`src/hdl/hlrs_pkg.sv`:
```
`timescale 1ns / 1ps
package hlrs_pkg;
  localparam int MaxFeatures = 64;
  localparam int CntW = $clog2(MaxFeatures + 1);
  localparam int IdxW = 6;
  localparam int NumW = 48;
  localparam int QuoW = 54;

  typedef enum logic [2:0] {
    REG_AB = 3'd0, REG_CD = 3'd1, REG_EF = 3'd2, REG_GH = 3'd3,
    REG_I = 3'd4, REG_LIMIT = 3'd5
  } reg_idx_t;

  typedef enum logic [2:0] {
    ST_IDLE, ST_MUL, ST_SUM, ST_DIV, ST_ERR, ST_UPD
  } eng_state_t;

  typedef struct packed {
    logic [9:0]  grid_col;
    logic [9:0]  grid_row;
    logic [15:0] pixel_x;
    logic [15:0] pixel_y;
    logic        last;
  } item_t;

  typedef struct packed {
    logic [IdxW-1:0] worst_index;
    logic [31:0]     worst_error;
    logic            remove_flag;
  } result_t;
endpackage

```
`src/hdl/hlrs_if.sv`:
```
`timescale 1ns / 1ps
interface hlrs_in_if;
  logic valid;
  logic ready;
  logic [9:0] grid_col;
  logic [9:0] grid_row;
  logic [15:0] pixel_x;
  logic [15:0] pixel_y;
  logic last;
  modport source (output valid, grid_col, grid_row, pixel_x, pixel_y, last, input ready);
  modport sink (input valid, grid_col, grid_row, pixel_x, pixel_y, last, output ready);
endinterface

interface hlrs_out_if;
  logic valid;
  logic ready;
  logic [5:0] worst_index;
  logic [31:0] worst_error;
  logic remove_flag;
  modport source (output valid, worst_index, worst_error, remove_flag, input ready);
  modport sink (input valid, worst_index, worst_error, remove_flag, output ready);
endinterface

interface hlrs_cfg_if;
  logic valid;
  logic ready;
  logic [2:0] index;
  logic [63:0] data;
  modport source (output valid, index, data, input ready);
  modport sink (input valid, index, data, output ready);
endinterface

```
`src/hdl/homography_largest_residual_select.sv`:
```
`timescale 1ns / 1ps
// channel | dir | beat
// in_     | in  | grid_col, grid_row, pixel_x, pixel_y, last
// out_    | out | worst_index, worst_error, remove_flag (one beat per set)
// cfg_    | in  | index, data (register write)
// The engine accepts an item, runs the three multiply and sum passes, then the
// bit-serial divider (54 steps) once for x and once for y, then error and
// update, before it accepts the next. Front queue holds two items. rst_n is
// synchronous; it restores the identity matrix and a limit
// of 4.0. A stalled result holds the engine; the queue still takes items.
module homography_largest_residual_select (
  input logic clk,
  input logic rst_n,
  hlrs_in_if.sink   in_ch,
  hlrs_out_if.source out_ch,
  hlrs_cfg_if.sink  cfg_ch
);
  logic [63:0] ab_r, cd_r, ef_r, gh_r;
  logic [31:0] i_r, lim_r;
  logic [31:0] coef [9];
  hlrs_pkg::item_t in_item, q_item;
  hlrs_pkg::result_t res;
  logic q_valid, q_ready;

  assign cfg_ch.ready = 1'b1;
  always_ff @(posedge clk) begin
    if (!rst_n) begin
      ab_r <= 64'd4503599627370496; cd_r <= '0;
      ef_r <= 64'd4503599627370496; gh_r <= '0;
      i_r <= 32'd1048576; lim_r <= 32'd1024;
    end else if (cfg_ch.valid) begin
      case (hlrs_pkg::reg_idx_t'(cfg_ch.index))
        hlrs_pkg::REG_AB: ab_r <= cfg_ch.data;
        hlrs_pkg::REG_CD: cd_r <= cfg_ch.data;
        hlrs_pkg::REG_EF: ef_r <= cfg_ch.data;
        hlrs_pkg::REG_GH: gh_r <= cfg_ch.data;
        hlrs_pkg::REG_I: i_r <= cfg_ch.data[31:0];
        hlrs_pkg::REG_LIMIT: lim_r <= cfg_ch.data[31:0];
        default: ;
      endcase
    end
  end

  assign coef[0] = ab_r[63:32]; assign coef[1] = ab_r[31:0];
  assign coef[2] = cd_r[63:32]; assign coef[3] = cd_r[31:0];
  assign coef[4] = ef_r[63:32]; assign coef[5] = ef_r[31:0];
  assign coef[6] = gh_r[63:32]; assign coef[7] = gh_r[31:0];
  assign coef[8] = i_r;

  assign in_item = '{grid_col: in_ch.grid_col, grid_row: in_ch.grid_row,
                     pixel_x: in_ch.pixel_x, pixel_y: in_ch.pixel_y, last: in_ch.last};

  hlrs_fifo u_fifo (
    .clk(clk), .rst_n(rst_n), .wr_valid(in_ch.valid), .wr_ready(in_ch.ready),
    .wr_data(in_item), .rd_valid(q_valid), .rd_ready(q_ready), .rd_data(q_item)
  );

  hlrs_engine u_eng (
    .clk(clk), .rst_n(rst_n), .in_valid(q_valid), .in_ready(q_ready), .item(q_item),
    .coef(coef), .limit(lim_r), .res_valid(out_ch.valid), .res_ready(out_ch.ready),
    .res(res)
  );

  assign out_ch.worst_index = res.worst_index;
  assign out_ch.worst_error = res.worst_error;
  assign out_ch.remove_flag = res.remove_flag;

`ifndef SYNTHESIS
  a_no_flag_without_error: assert property (@(posedge clk) disable iff (!rst_n)
    out_ch.valid && out_ch.remove_flag |-> out_ch.worst_error > lim_r)
    else $error("remove flag without error above limit");
  a_hold_result: assert property (@(posedge clk) disable iff (!rst_n)
    out_ch.valid && !out_ch.ready |=> out_ch.valid && $stable(out_ch.worst_error))
    else $error("result dropped while stalled");
  a_busy_result: assert property (@(posedge clk) disable iff (!rst_n)
    out_ch.valid |-> !q_ready)
    else $error("engine took item while result pending");
`endif
endmodule

```
`src/hdl/hlrs_fifo.sv`:
```
`timescale 1ns / 1ps
module hlrs_fifo (
  input  logic                  clk,
  input  logic                  rst_n,
  input  logic                  wr_valid,
  output logic                  wr_ready,
  input  hlrs_pkg::item_t       wr_data,
  output logic                  rd_valid,
  input  logic                  rd_ready,
  output hlrs_pkg::item_t       rd_data
);
  hlrs_pkg::item_t mem_r [2];
  logic wp_r, rp_r;
  logic [1:0] cnt_r;

  assign wr_ready = (cnt_r != 2'd2);
  assign rd_valid = (cnt_r != 2'd0);
  assign rd_data  = mem_r[rp_r];

  always_ff @(posedge clk) begin
    if (wr_valid && wr_ready) mem_r[wp_r] <= wr_data;
  end

  always_ff @(posedge clk) begin
    if (!rst_n) begin
      wp_r <= 1'b0; rp_r <= 1'b0; cnt_r <= 2'd0;
    end else begin
      if (wr_valid && wr_ready) wp_r <= ~wp_r;
      if (rd_valid && rd_ready) rp_r <= ~rp_r;
      cnt_r <= cnt_r + 2'((wr_valid && wr_ready) ? 1 : 0)
                     - 2'((rd_valid && rd_ready) ? 1 : 0);
    end
  end
endmodule

```
`src/hdl/hlrs_div.sv`:
```
`timescale 1ns / 1ps
// Restoring divider, one quotient bit per cycle.
module hlrs_div (
  input  logic                         clk,
  input  logic                         rst_n,
  input  logic                         start,
  input  logic [hlrs_pkg::QuoW-1:0]    dividend,
  input  logic [hlrs_pkg::NumW-1:0]    divisor,
  output logic                         busy,
  output logic [hlrs_pkg::QuoW-1:0]    quotient
);
  localparam int CW = $clog2(hlrs_pkg::QuoW + 1);
  logic [hlrs_pkg::QuoW-1:0] q_r;
  logic [hlrs_pkg::NumW:0]   rem_r;
  logic [hlrs_pkg::NumW-1:0] dv_r;
  logic [CW-1:0]             cnt_r;
  logic [hlrs_pkg::NumW:0]   trial;

  assign busy = (cnt_r != '0);
  assign quotient = q_r;
  assign trial = {rem_r[hlrs_pkg::NumW-1:0], q_r[hlrs_pkg::QuoW-1]};

  always_ff @(posedge clk) begin
    if (!rst_n) begin
      cnt_r <= '0;
    end else if (start) begin
      cnt_r <= CW'(hlrs_pkg::QuoW);
    end else if (busy) begin
      cnt_r <= cnt_r - 1'b1;
    end
  end

  always_ff @(posedge clk) begin
    if (start) begin
      q_r <= dividend; rem_r <= '0; dv_r <= divisor;
    end else if (busy) begin
      if (trial >= {1'b0, dv_r}) begin
        rem_r <= trial - {1'b0, dv_r};
        q_r   <= {q_r[hlrs_pkg::QuoW-2:0], 1'b1};
      end else begin
        rem_r <= trial;
        q_r   <= {q_r[hlrs_pkg::QuoW-2:0], 1'b0};
      end
    end
  end
endmodule

```
`src/hdl/hlrs_engine.sv`:
```
`timescale 1ns / 1ps
module hlrs_engine (
  input  logic                   clk,
  input  logic                   rst_n,
  input  logic                   in_valid,
  output logic                   in_ready,
  input  hlrs_pkg::item_t        item,
  input  logic [31:0]            coef [9],
  input  logic [31:0]            limit,
  output logic                   res_valid,
  input  logic                   res_ready,
  output hlrs_pkg::result_t      res
);
  localparam int NW = hlrs_pkg::NumW;
  hlrs_pkg::eng_state_t st_r, st_nxt;
  hlrs_pkg::item_t it_r;
  logic [1:0] mi_r;
  logic [1:0] ax_r;
  logic [31:0] cf_c, cf_r, cf_k;
  logic signed [42:0] pc_r, pr_r;
  logic signed [NW:0] n_r [3];
  logic signed [17:0] q4_r [2];
  logic div_busy;
  logic go, dstart_r;
  logic [hlrs_pkg::QuoW-1:0] quo;
  logic [NW-1:0] an, aw;
  logic negq;
  logic [31:0] best_r;
  logic [hlrs_pkg::IdxW-1:0] bidx_r;
  logic have_r;
  logic [hlrs_pkg::CntW-1:0] cnt_r;
  logic [33:0] err_r;
  logic signed [18:0] dx, dy;
  logic [18:0] ax, ay;
  logic [32:0] sx, sy;
  logic resv_r;
  hlrs_pkg::result_t res_r;
  logic [31:0] ec;
  logic [hlrs_pkg::QuoW-1:0] qr;
  logic [16:0] qc;

  assign in_ready = (st_r == hlrs_pkg::ST_IDLE) && !resv_r;
  assign res_valid = resv_r;
  assign res = res_r;

  // pick the coefficients of the current matrix row
  always_comb begin
    case (mi_r)
      2'd0: begin cf_c = coef[0]; cf_r = coef[1]; cf_k = coef[2]; end
      2'd1: begin cf_c = coef[3]; cf_r = coef[4]; cf_k = coef[5]; end
      default: begin cf_c = coef[6]; cf_r = coef[7]; cf_k = coef[8]; end
    endcase
  end

  // sign-magnitude of numerator and denominator (48 bits fit exactly)
  assign an = n_r[ax_r][NW] ? NW'(-n_r[ax_r]) : NW'(n_r[ax_r]);
  assign aw = n_r[2][NW] ? NW'(-n_r[2]) : NW'(n_r[2]);
  // sign of the quotient being stored: x while ax_r is 1, y while it is 2
  assign negq = (ax_r == 2'd2 ? n_r[1][NW] : n_r[0][NW]) ^ n_r[2][NW];
  assign qr = (quo + 1'b1) >> 1;
  // clip the magnitude; anything this far out saturates the square anyway
  assign qc = (qr > hlrs_pkg::QuoW'(131071)) ? 17'h1FFFF : qr[16:0];

  always_comb begin
    st_nxt = st_r;
    unique case (st_r)
      hlrs_pkg::ST_IDLE: if (in_valid && in_ready) st_nxt = hlrs_pkg::ST_MUL;
      hlrs_pkg::ST_MUL:  st_nxt = hlrs_pkg::ST_SUM;
      hlrs_pkg::ST_SUM:  st_nxt = (mi_r == 2'd2) ? hlrs_pkg::ST_DIV : hlrs_pkg::ST_MUL;
      hlrs_pkg::ST_DIV: begin
        if (!div_busy && ax_r == 2'd2) st_nxt = hlrs_pkg::ST_ERR;
      end
      hlrs_pkg::ST_ERR: st_nxt = hlrs_pkg::ST_UPD;
      hlrs_pkg::ST_UPD: st_nxt = hlrs_pkg::ST_IDLE;
      default: st_nxt = hlrs_pkg::ST_IDLE;
    endcase
  end

  assign dx = 19'(q4_r[0]) - 19'($signed({1'b0, it_r.pixel_x}));
  assign dy = 19'(q4_r[1]) - 19'($signed({1'b0, it_r.pixel_y}));
  assign ax = dx[18] ? 19'(-dx) : 19'(dx);
  assign ay = dy[18] ? 19'(-dy) : 19'(dy);
  assign sx = (ax > 19'd65535) ? 33'h1_0000_0000 : {1'b0, 32'(ax[15:0]) * 32'(ax[15:0])};
  assign sy = (ay > 19'd65535) ? 33'h1_0000_0000 : {1'b0, 32'(ay[15:0]) * 32'(ay[15:0])};
  assign ec = (err_r[33:32] != 2'b00) ? 32'hFFFF_FFFF : err_r[31:0];

  always_ff @(posedge clk) begin
    if (!rst_n) begin
      st_r <= hlrs_pkg::ST_IDLE;
      mi_r <= 2'd0; ax_r <= 2'd0;
      best_r <= '0; bidx_r <= '0; have_r <= 1'b0; cnt_r <= '0;
      resv_r <= 1'b0;
    end else begin
      st_r <= st_nxt;
      if (resv_r && res_ready) resv_r <= 1'b0;
      unique case (st_r)
        hlrs_pkg::ST_IDLE: begin
          if (in_valid && in_ready) begin
            it_r <= item; mi_r <= 2'd0; ax_r <= 2'd0;
          end
        end
        hlrs_pkg::ST_MUL: begin
          pc_r <= $signed(cf_c) * $signed({1'b0, it_r.grid_col});
          pr_r <= $signed(cf_r) * $signed({1'b0, it_r.grid_row});
        end
        hlrs_pkg::ST_SUM: begin
          n_r[mi_r] <= (NW+1)'(pc_r) + (NW+1)'(pr_r) + (NW+1)'($signed({cf_k, 1'b0}));
          mi_r <= (mi_r == 2'd2) ? 2'd0 : mi_r + 2'd1;
        end
        hlrs_pkg::ST_DIV: begin
          if (!div_busy) begin
            if (ax_r != 2'd0) begin
              q4_r[ax_r[1]] <= (aw == '0) ? 18'sd0 :
                (negq ? -18'(qc) : 18'(qc));
            end
            if (ax_r != 2'd2) ax_r <= ax_r + 2'd1;
          end
        end
        hlrs_pkg::ST_ERR: err_r <= 34'(sx) + 34'(sy);
        hlrs_pkg::ST_UPD: begin
          if (it_r.last) begin
            if (cnt_r < hlrs_pkg::CntW'(hlrs_pkg::MaxFeatures) && ec > best_r) begin
              res_r.worst_index <= hlrs_pkg::IdxW'(cnt_r);
              res_r.worst_error <= ec;
              res_r.remove_flag <= ec > limit;
            end else begin
              res_r.worst_index <= have_r ? bidx_r : '0;
              res_r.worst_error <= have_r ? best_r : '0;
              res_r.remove_flag <= have_r && (best_r > limit);
            end
            resv_r <= 1'b1;
            best_r <= '0; bidx_r <= '0; have_r <= 1'b0; cnt_r <= '0;
          end else if (cnt_r < hlrs_pkg::CntW'(hlrs_pkg::MaxFeatures)) begin
            if (ec > best_r) begin
              best_r <= ec; bidx_r <= hlrs_pkg::IdxW'(cnt_r); have_r <= 1'b1;
            end
            cnt_r <= cnt_r + 1'b1;
          end
        end
        default: ;
      endcase
    end
  end

  // divide issue: start on the first DIV cycle for x, then for y
  assign go = (st_r == hlrs_pkg::ST_DIV) && !div_busy && (ax_r != 2'd2) && !dstart_r;
  always_ff @(posedge clk) begin
    if (!rst_n) dstart_r <= 1'b0;
    else dstart_r <= go;
  end

  hlrs_div u_div (
    .clk(clk), .rst_n(rst_n), .start(go),
    .dividend(hlrs_pkg::QuoW'({an, 5'b0})),
    .divisor(aw == '0 ? NW'(1) : aw),
    .busy(div_busy), .quotient(quo)
  );
endmodule

```
`src/flat_wrapper.sv`:
```
// flat-port wrapper written by rule: the top's interface ports become plain ports
module homography_largest_residual_select_flat 
  (clk, rst_n, in_ch_valid, in_ch_grid_col, in_ch_grid_row, in_ch_pixel_x, in_ch_pixel_y, in_ch_last, in_ch_ready, out_ch_valid, out_ch_worst_index, out_ch_worst_error, out_ch_remove_flag, out_ch_ready, cfg_ch_valid, cfg_ch_index, cfg_ch_data, cfg_ch_ready);
  hlrs_in_if in_ch_i ();
  hlrs_out_if out_ch_i ();
  hlrs_cfg_if cfg_ch_i ();
  input logic clk;
  input logic rst_n;
  input wire logic [$bits(in_ch_i.valid)-1:0] in_ch_valid;
  input wire logic [$bits(in_ch_i.grid_col)-1:0] in_ch_grid_col;
  input wire logic [$bits(in_ch_i.grid_row)-1:0] in_ch_grid_row;
  input wire logic [$bits(in_ch_i.pixel_x)-1:0] in_ch_pixel_x;
  input wire logic [$bits(in_ch_i.pixel_y)-1:0] in_ch_pixel_y;
  input wire logic [$bits(in_ch_i.last)-1:0] in_ch_last;
  output wire logic [$bits(in_ch_i.ready)-1:0] in_ch_ready;
  output wire logic [$bits(out_ch_i.valid)-1:0] out_ch_valid;
  output wire logic [$bits(out_ch_i.worst_index)-1:0] out_ch_worst_index;
  output wire logic [$bits(out_ch_i.worst_error)-1:0] out_ch_worst_error;
  output wire logic [$bits(out_ch_i.remove_flag)-1:0] out_ch_remove_flag;
  input wire logic [$bits(out_ch_i.ready)-1:0] out_ch_ready;
  input wire logic [$bits(cfg_ch_i.valid)-1:0] cfg_ch_valid;
  input wire logic [$bits(cfg_ch_i.index)-1:0] cfg_ch_index;
  input wire logic [$bits(cfg_ch_i.data)-1:0] cfg_ch_data;
  output wire logic [$bits(cfg_ch_i.ready)-1:0] cfg_ch_ready;
  assign in_ch_i.valid = in_ch_valid;
  assign in_ch_i.grid_col = in_ch_grid_col;
  assign in_ch_i.grid_row = in_ch_grid_row;
  assign in_ch_i.pixel_x = in_ch_pixel_x;
  assign in_ch_i.pixel_y = in_ch_pixel_y;
  assign in_ch_i.last = in_ch_last;
  assign in_ch_ready = in_ch_i.ready;
  assign out_ch_valid = out_ch_i.valid;
  assign out_ch_worst_index = out_ch_i.worst_index;
  assign out_ch_worst_error = out_ch_i.worst_error;
  assign out_ch_remove_flag = out_ch_i.remove_flag;
  assign out_ch_i.ready = out_ch_ready;
  assign cfg_ch_i.valid = cfg_ch_valid;
  assign cfg_ch_i.index = cfg_ch_index;
  assign cfg_ch_i.data = cfg_ch_data;
  assign cfg_ch_ready = cfg_ch_i.ready;
  homography_largest_residual_select u_core (.clk(clk), .rst_n(rst_n), .in_ch(in_ch_i), .out_ch(out_ch_i), .cfg_ch(cfg_ch_i));
endmodule
```
`config.mk`:
```
export PLATFORM = sky130hd
export DESIGN_NAME = homography_largest_residual_select_flat
export DESIGN_NICKNAME = d
export VERILOG_FILES = /design/src/hdl/hlrs_pkg.sv /design/src/hdl/hlrs_if.sv /design/src/hdl/homography_largest_residual_select.sv /design/src/hdl/hlrs_fifo.sv /design/src/hdl/hlrs_div.sv /design/src/hdl/hlrs_engine.sv /design/src/flat_wrapper.sv
export SDC_FILE = /design/constraint.sdc
export NUM_CORES = 2
export LEC_CHECK = 0
export BUFFER_PORTS_ARGS = -buffer_cell sky130_fd_sc_hd__buf_2
export CAP_MARGIN = 10
export CORE_MARGIN = 2
export CORE_UTILIZATION = 40
export DETAILED_ROUTE_END_ITERATION = 6
export GPL_TIMING_DRIVEN = 1
export SLEW_MARGIN = 20
export SYNTH_ARGS = -nofsm -noshare
export SYNTH_HDL_FRONTEND = slang
export SYNTH_SLANG_ARGS = --single-unit
export TNS_END_PERCENT = 20
```
`constraint.sdc`:
```
create_clock -name clk -period 24.6 [get_ports clk]
set_input_delay 0 -clock clk [delete_from_list [all_inputs] [get_ports clk]]
set_output_delay 0 -clock clk [all_outputs]
set_load 0.03 [all_outputs]
```
Word-level counts from Yosys, hierarchy flattened
Memory sizes are Yosys's and may differ from the RTL's. A register that Yosys moved wholly into a read port is not among the register bits.
Cells that the tools add are included.
W data, S select, Z words.
{ "totals": {"regBits": 694, "mem_bits_rw": 289, "output_inout_bits": 42, "mem_count": 3} }
{ "op_classes": {"addsub": 18, "mul": 4, "n_lt_le_gt_ge": 8, "eq_ne": 19, "n_mux": 61, "bitwise_logic": 4, "reduce_logical": 42} }
{ "mem_list": {"columns": ["name", "depth", "word_bits", "read_ports", "rd_ports_with_merged_regs", "wr", "line", "rtl"], "rows": [
  ["u_core.u_eng.n_r", 3, 49, 4, 1, 1, "hlrs_engine.sv:21", "logic signed [NW:0] n_r [3];"],
  ["u_core.u_fifo.mem_r", 2, 53, 1, 1, 1, "hlrs_fifo.sv:12", "hlrs_pkg::item_t mem_r [2];"],
  ["u_core.u_eng.q4_r", 2, 18, 2, 0, 1, "hlrs_engine.sv:22", "logic signed [17:0] q4_r [2];"]
]} }
{ "ops": {"columns": ["operator", "count"], "rows": [
  ["$pmux W32 S2", 3],
  ["$mux W32", 5],
  ["$mux W48", 3],
  ["$mux W53", 2],
  ["$gt A32 B32 Y1", 3],
  ["$neg A48 Y48", 2],
  ["$mul A32 B11 Y43", 2],
  ["$mux W33", 2],
  ["$mul A16 B16 Y32", 2],
  ["$add A54 B1 Y54 const B", 1],
  ["$gt A53 B17 Y1 const B", 1],
  ["$ge A49 B48 Y1", 1],
  ["$logic_not A48 Y1", 1],
  ["$sub A48 B48 Y48", 1],
  ["$add A44 B33 Y45", 1],
  ["$add A43 B43 Y44", 1],
  ["$mux W39", 1],
  ["$gt A19 B16 Y1 const B", 2],
  ["$mux W19", 2],
  ["$neg A19 Y19", 2],
  ["$sub A18 B17 Y19", 2],
  ["$mux W18", 2],
  ["$mux W6", 6],
  ["$add A33 B33 Y34", 1],
  ["other kinds (33)", 107]
]} }

Depth between registers and ports, before layout
{ "logic_depth": {"depth_word": 7, "depth_mapped": 50} }

Hierarchy
Synthesis repeated with hierarchy kept, for this count alone.
{ "hier_totals": {"cells_unflattened": 9573, "area_unflattened_um2": 93672.3} }
{ "by_module_without_submodules": {"columns": ["mod", "instances", "cells_per_inst", "area_each_um2"], "rows": [
  ["hlrs_engine", 1, 7381, 68869.8],
  ["homography_largest_residual_select", 1, 1115, 11522.3],
  ["hlrs_div", 1, 888, 8967.4],
  ["hlrs_fifo", 1, 189, 4312.9]
]} }

Worst setup path after synthesis
Ideal clock, no wire load.
{ "synth_timing": {"kind": "register -> register", "from": "mem u_core.u_eng.q4_r[1][0]", "to": "reg u_core.u_eng.err_r[32], data pin", "setup_time_ps": 262, "t_arrival_ps": 10272, "setup_slack_ps": 14066, "stages_incl_launch_ff": 43, "n_path_buf": 0, "period_less_slack_ps": 10534, "cell_sequence": "edfxtp_1 inv_1 ha_1 inv_1 fa_1 a211oi_1 o21ai_0 a211oi_1 xnor2_1 or2_2 or4_1 o21ai_0 xor2_1 inv_2 nand2_1 fa_1 fa_1 inv_1 [... 7 more ...] a21o_1 a21o_1 a21oi_1 o21ai_0 a2111oi_0 nor2_1 nand2_1 mux2i_1 a21oi_1 ha_1 a21oi_1 inv_1 a21o_1 a21oi_1 a21boi_0 o2111a_1 o21bai_1 xor2_1"} }
{ "synth_lines": {"columns": ["element", "line", "rtl"], "rows": [
  ["start: declaration", "hlrs_engine.sv:22", null],
  ["end signal: assignment", "hlrs_engine.sv:119", "hlrs_pkg::ST_ERR: err_r <= 34'(sx) + 34'(sy);"],
  ["end: declaration", "hlrs_engine.sv:32", "logic [33:0] err_r;"]
]} }

==> impl_metrics.yaml <==
outcome:
  outcome: "finished clean"
logic_synthesis:
  synth_ff_type: "edfxtp_1"
  synth-seq-cells: 1071
  synth_edf_count: 630
  syn_avg_cell_area_sq_um: 9.486
  synthTopCellsByArea: "edfxtp_1 21%, fa_1 20%, dfxtp_1 9.6%"
  synthDistinctLibCells: 96
  ys_async_sr_fraction_pct: 0
  yosysTopAreaCell: "edfxtp_1"
  yosysSeqAreaShare_pct: 30.29
  synth_common_cells: "1,379 x inv_1, 1,373 x nand2_1, 921 x fa_1"
  ys.warnings.count: 0
  yosysMostFrequentCell: "inv_1"
  synthCells: 9656
  synth_top_area_share_pct: 20.65
  netlist_area_sq_um: 91600
drt:
  drtIter0Drc: 5111
  viasPerCell: 5.327
  dr_total_vias: 69330
  routed_wl_mm: 263.3
  ant_nets: 0
  wire_per_inst_um: 20.23
  drt_pass1_iterations: 7
  drcViolationCount: 0
worst_setup_path:
  required_ns: 25.11
  cp_num_buf_inv: 6
  worstReg2RegStart: "u_core.u_eng.q4_r[0][0]$_DFFE_PP_"
  cp_max_fo: 12
  cpPeakStageDelay_ns: 0.82
  worstPathArrival_ns: 12.98
  path_class: "flip-flop to flip-flop"
  crit_path_start_kind: "flip-flop"
  reg2reg_depth: 42
  cp_top_family: "compound AO/OA/AOI/OAI gates"
  path_common_cell: "fa_1"
  reg2reg_slack_ns: 12.14
  crit_path_top_delay_cell: "xnor2_1"
  rr_endpoint: "u_core.u_eng.err_r[32]$_DFFE_PP_"
  cp-end-kind: "flip-flop"
clock_tree:
  clock_path_buffers: 3
  cts.sinks: 1071
  cts_tree: "built"
  cts_hold_buf: 202
  cts_resized: 0
  cts-htree-levels: 3
  path_clk_slew_ns: 0.06
  cts-root-buf: "clkbuf_16"
  post_cts_buffers: 0
  cts_buffers: 118
  clock_latency_ns: 0.81
timing:
  min_period_over_period_pct: 50.66
  timing.final.crit_period_ns: 12.46
  slew-limit-headroom_pct: 19.17
  skew_ns: 0.09307
  fmax_mhz: 80.24
  post-route-worst-setup-slack_ns: 12.14
  slew_viol_final: 0
  grt_setup_unrepaired: "no"
  finalSetupViolations: 0
  worst_pin_slew_ns: 1.208
  final.setup.tns_ns: 0
  finalHoldViolCount: 0
run:
  drv_cap: 0
grt:
  grt.overflow.total: 0
  busiest_layer: "met2"
  met3_usage_pct: 3.036
  grt_max_degree: 110
  grt_pass1_vias: 69960
  track_usage_pct: 22.55
  met1_usage_pct: 30.87
  grt_pass1_wl_mm: 408.7
  grt_util_met2_pct: 36.05
  antenna_found_initial: 14
die:
  die_w_um: 482.5
  num_io_pins: 167
  rows: 175
  die_h_um: 482.5
  start_util_pct: 40.26
  dieArea_sq_um: 232800
  placeableCoreArea_sq_um: 227500
placement:
  post-place-ws_ns: 12.27
  dp_hpwl_mm: 200.7
  gp_congestion: 0.9413
  port_buffers: 165
finish:
  fin_nets: 11590
  n_fill_cell: 21490
  syn_to_final_growth_pct: 11.45
  layout-drive-gt1-share_pct: 7.077
worst_hold_path:
  hold_path.class: "input pin to flip-flop"
  min_path_cells: 4
  whs_endpoint: "u_core.ef_r[50]$_SDFFE_PN0P_"
  worstHoldStart: "cfg_ch_data[50]"
-- worst reg2reg max path, delay by kind of cell (launching register included) --
kind	cells	cell delay [ns]
compound gates	18	4.91
xor+xnor	4	1.22
fa+ha+maj	9	3.81
buf+inv	6	0.85
flops	1	0.36
simple gates	5	1.01
-- cells by family after synthesis --
kind of cell | count (synthesis) | share of synthesized area [%]
adder cells (fa/ha/maj) | 1569 | 28.98
flip-flops | 1071 | 30.29
AO/OA/AOI/OAI | 1679 | 11.37
AND/OR/NAND/NOR | 2923 | 14.82
other | 2 | 0.008199
multiplexers | 238 | 3.284
XOR/XNOR | 423 | 4.045
buffers and inverters | 1751 | 7.211
-- metal layers --
layer	wire, um	vias to the layer above	share of wire [%]
li1	-	32520	-
met1	116200	34350	44
met2	119900	2046	46
met3	15380	406	5.8
met4	11700	4	4.4
met5	27	-	0.010
-- sequential cells by signal (all words and copies together) (netlist names), 53 cells and up, named ones only --
register / count
u_core.u_eng.n_r: 180
u_core.ab_r: 64
u_core.u_eng.it_r: 53
u_core.u_eng.u_div.quotient: 54
u_core.u_fifo.mem_r: 106
u_core.ef_r: 64
u_core.cd_r: 64
u_core.gh_r: 64
-- stage by stage --
| step | cells | area, sq um | hold slack, ns | utilization [%] |
|---|---|---|---|---|
| CTS | 13010 | 102000 | 0.001378 | 44.82 |
| global route | 13010 | 102100 | 0.03295 | 44.87 |
| detailed placement | 12580 | 95840 | 0.1907 | 42.13 |
| finish | 13020 | 102100 | 0.06342 | 44.87 |
| global placement | 12580 | 95770 | 0.1880 | 42.10 |
| floorplan | 9658 | 91600 | 0.09887 | - |
-- how the worst max path moves through the flow --
stage	slack, ns	end	from	cells past startpoint
floorplan	14.07	u_core.u_eng.err_r[32]$_DFFE_PP_	u_core.u_eng.q4_r[1][0]$_DFFE_PP_	42
global placement	12.33	u_core.u_eng.err_r[32]$_DFFE_PP_	u_core.u_eng.q4_r[1][0]$_DFFE_PP_	43
detailed placement	12.27	u_core.u_eng.err_r[32]$_DFFE_PP_	u_core.u_eng.q4_r[1][0]$_DFFE_PP_	43
CTS	12.22	u_core.u_eng.err_r[32]$_DFFE_PP_	u_core.u_eng.q4_r[1][0]$_DFFE_PP_	43
global route	11.02	u_core.u_eng.err_r[32]$_DFFE_PP_	u_core.u_eng.q4_r[1][0]$_DFFE_PP_	43
finish	12.14	u_core.u_eng.err_r[32]$_DFFE_PP_	u_core.u_eng.q4_r[0][0]$_DFFE_PP_	42
-- cell usage in the layout (no fill, tap or decap), drive strengths merged, types with 68 or more instances in the layout --
cell / synthesis / final
nand3: 98 / 98
nand2: 1373 / 1373
dlygate4sd3: 0 / 202
nor2b: 109 / 109
xor2: 144 / 144
and2: 330 / 330
nand2b: 69 / 69
a21o: 186 / 186
xnor2: 279 / 279
o21ai: 348 / 348
mux2i: 134 / 134
nor3: 96 / 96
edfxtp: 630 / 630
clkbuf: 311 / 159
buf: 49 / 278
inv: 1383 / 1389
a21oi: 648 / 648
ha: 646 / 646
fa: 921 / 921
nor2: 497 / 497
dfxtp: 441 / 441
nand4: 68 / 68
-- cell type report --
| cell class | count | area (sq um) | area share [%] |
|---|---|---|---|
| multi-input cells | 6836 | 57420 | 56.24 |
| flip-flops and latches | 1071 | 27760 | 27.19 |
| inverters | 1391 | 5229 | 5.122 |
| repair buffers | 480 | 3799 | 3.721 |
| well taps | 3009 | 3765 | 3.688 |
| clock buffers | 159 | 3329 | 3.261 |
| clock inverters | 67 | 780.7 | 0.7648 |
| diodes | 2 | 5.005 | 0.004903 |
Power is left out: the tool's default activity adds up to more than one toggle a clock period on the data nets, which glitch-free logic cannot reach.
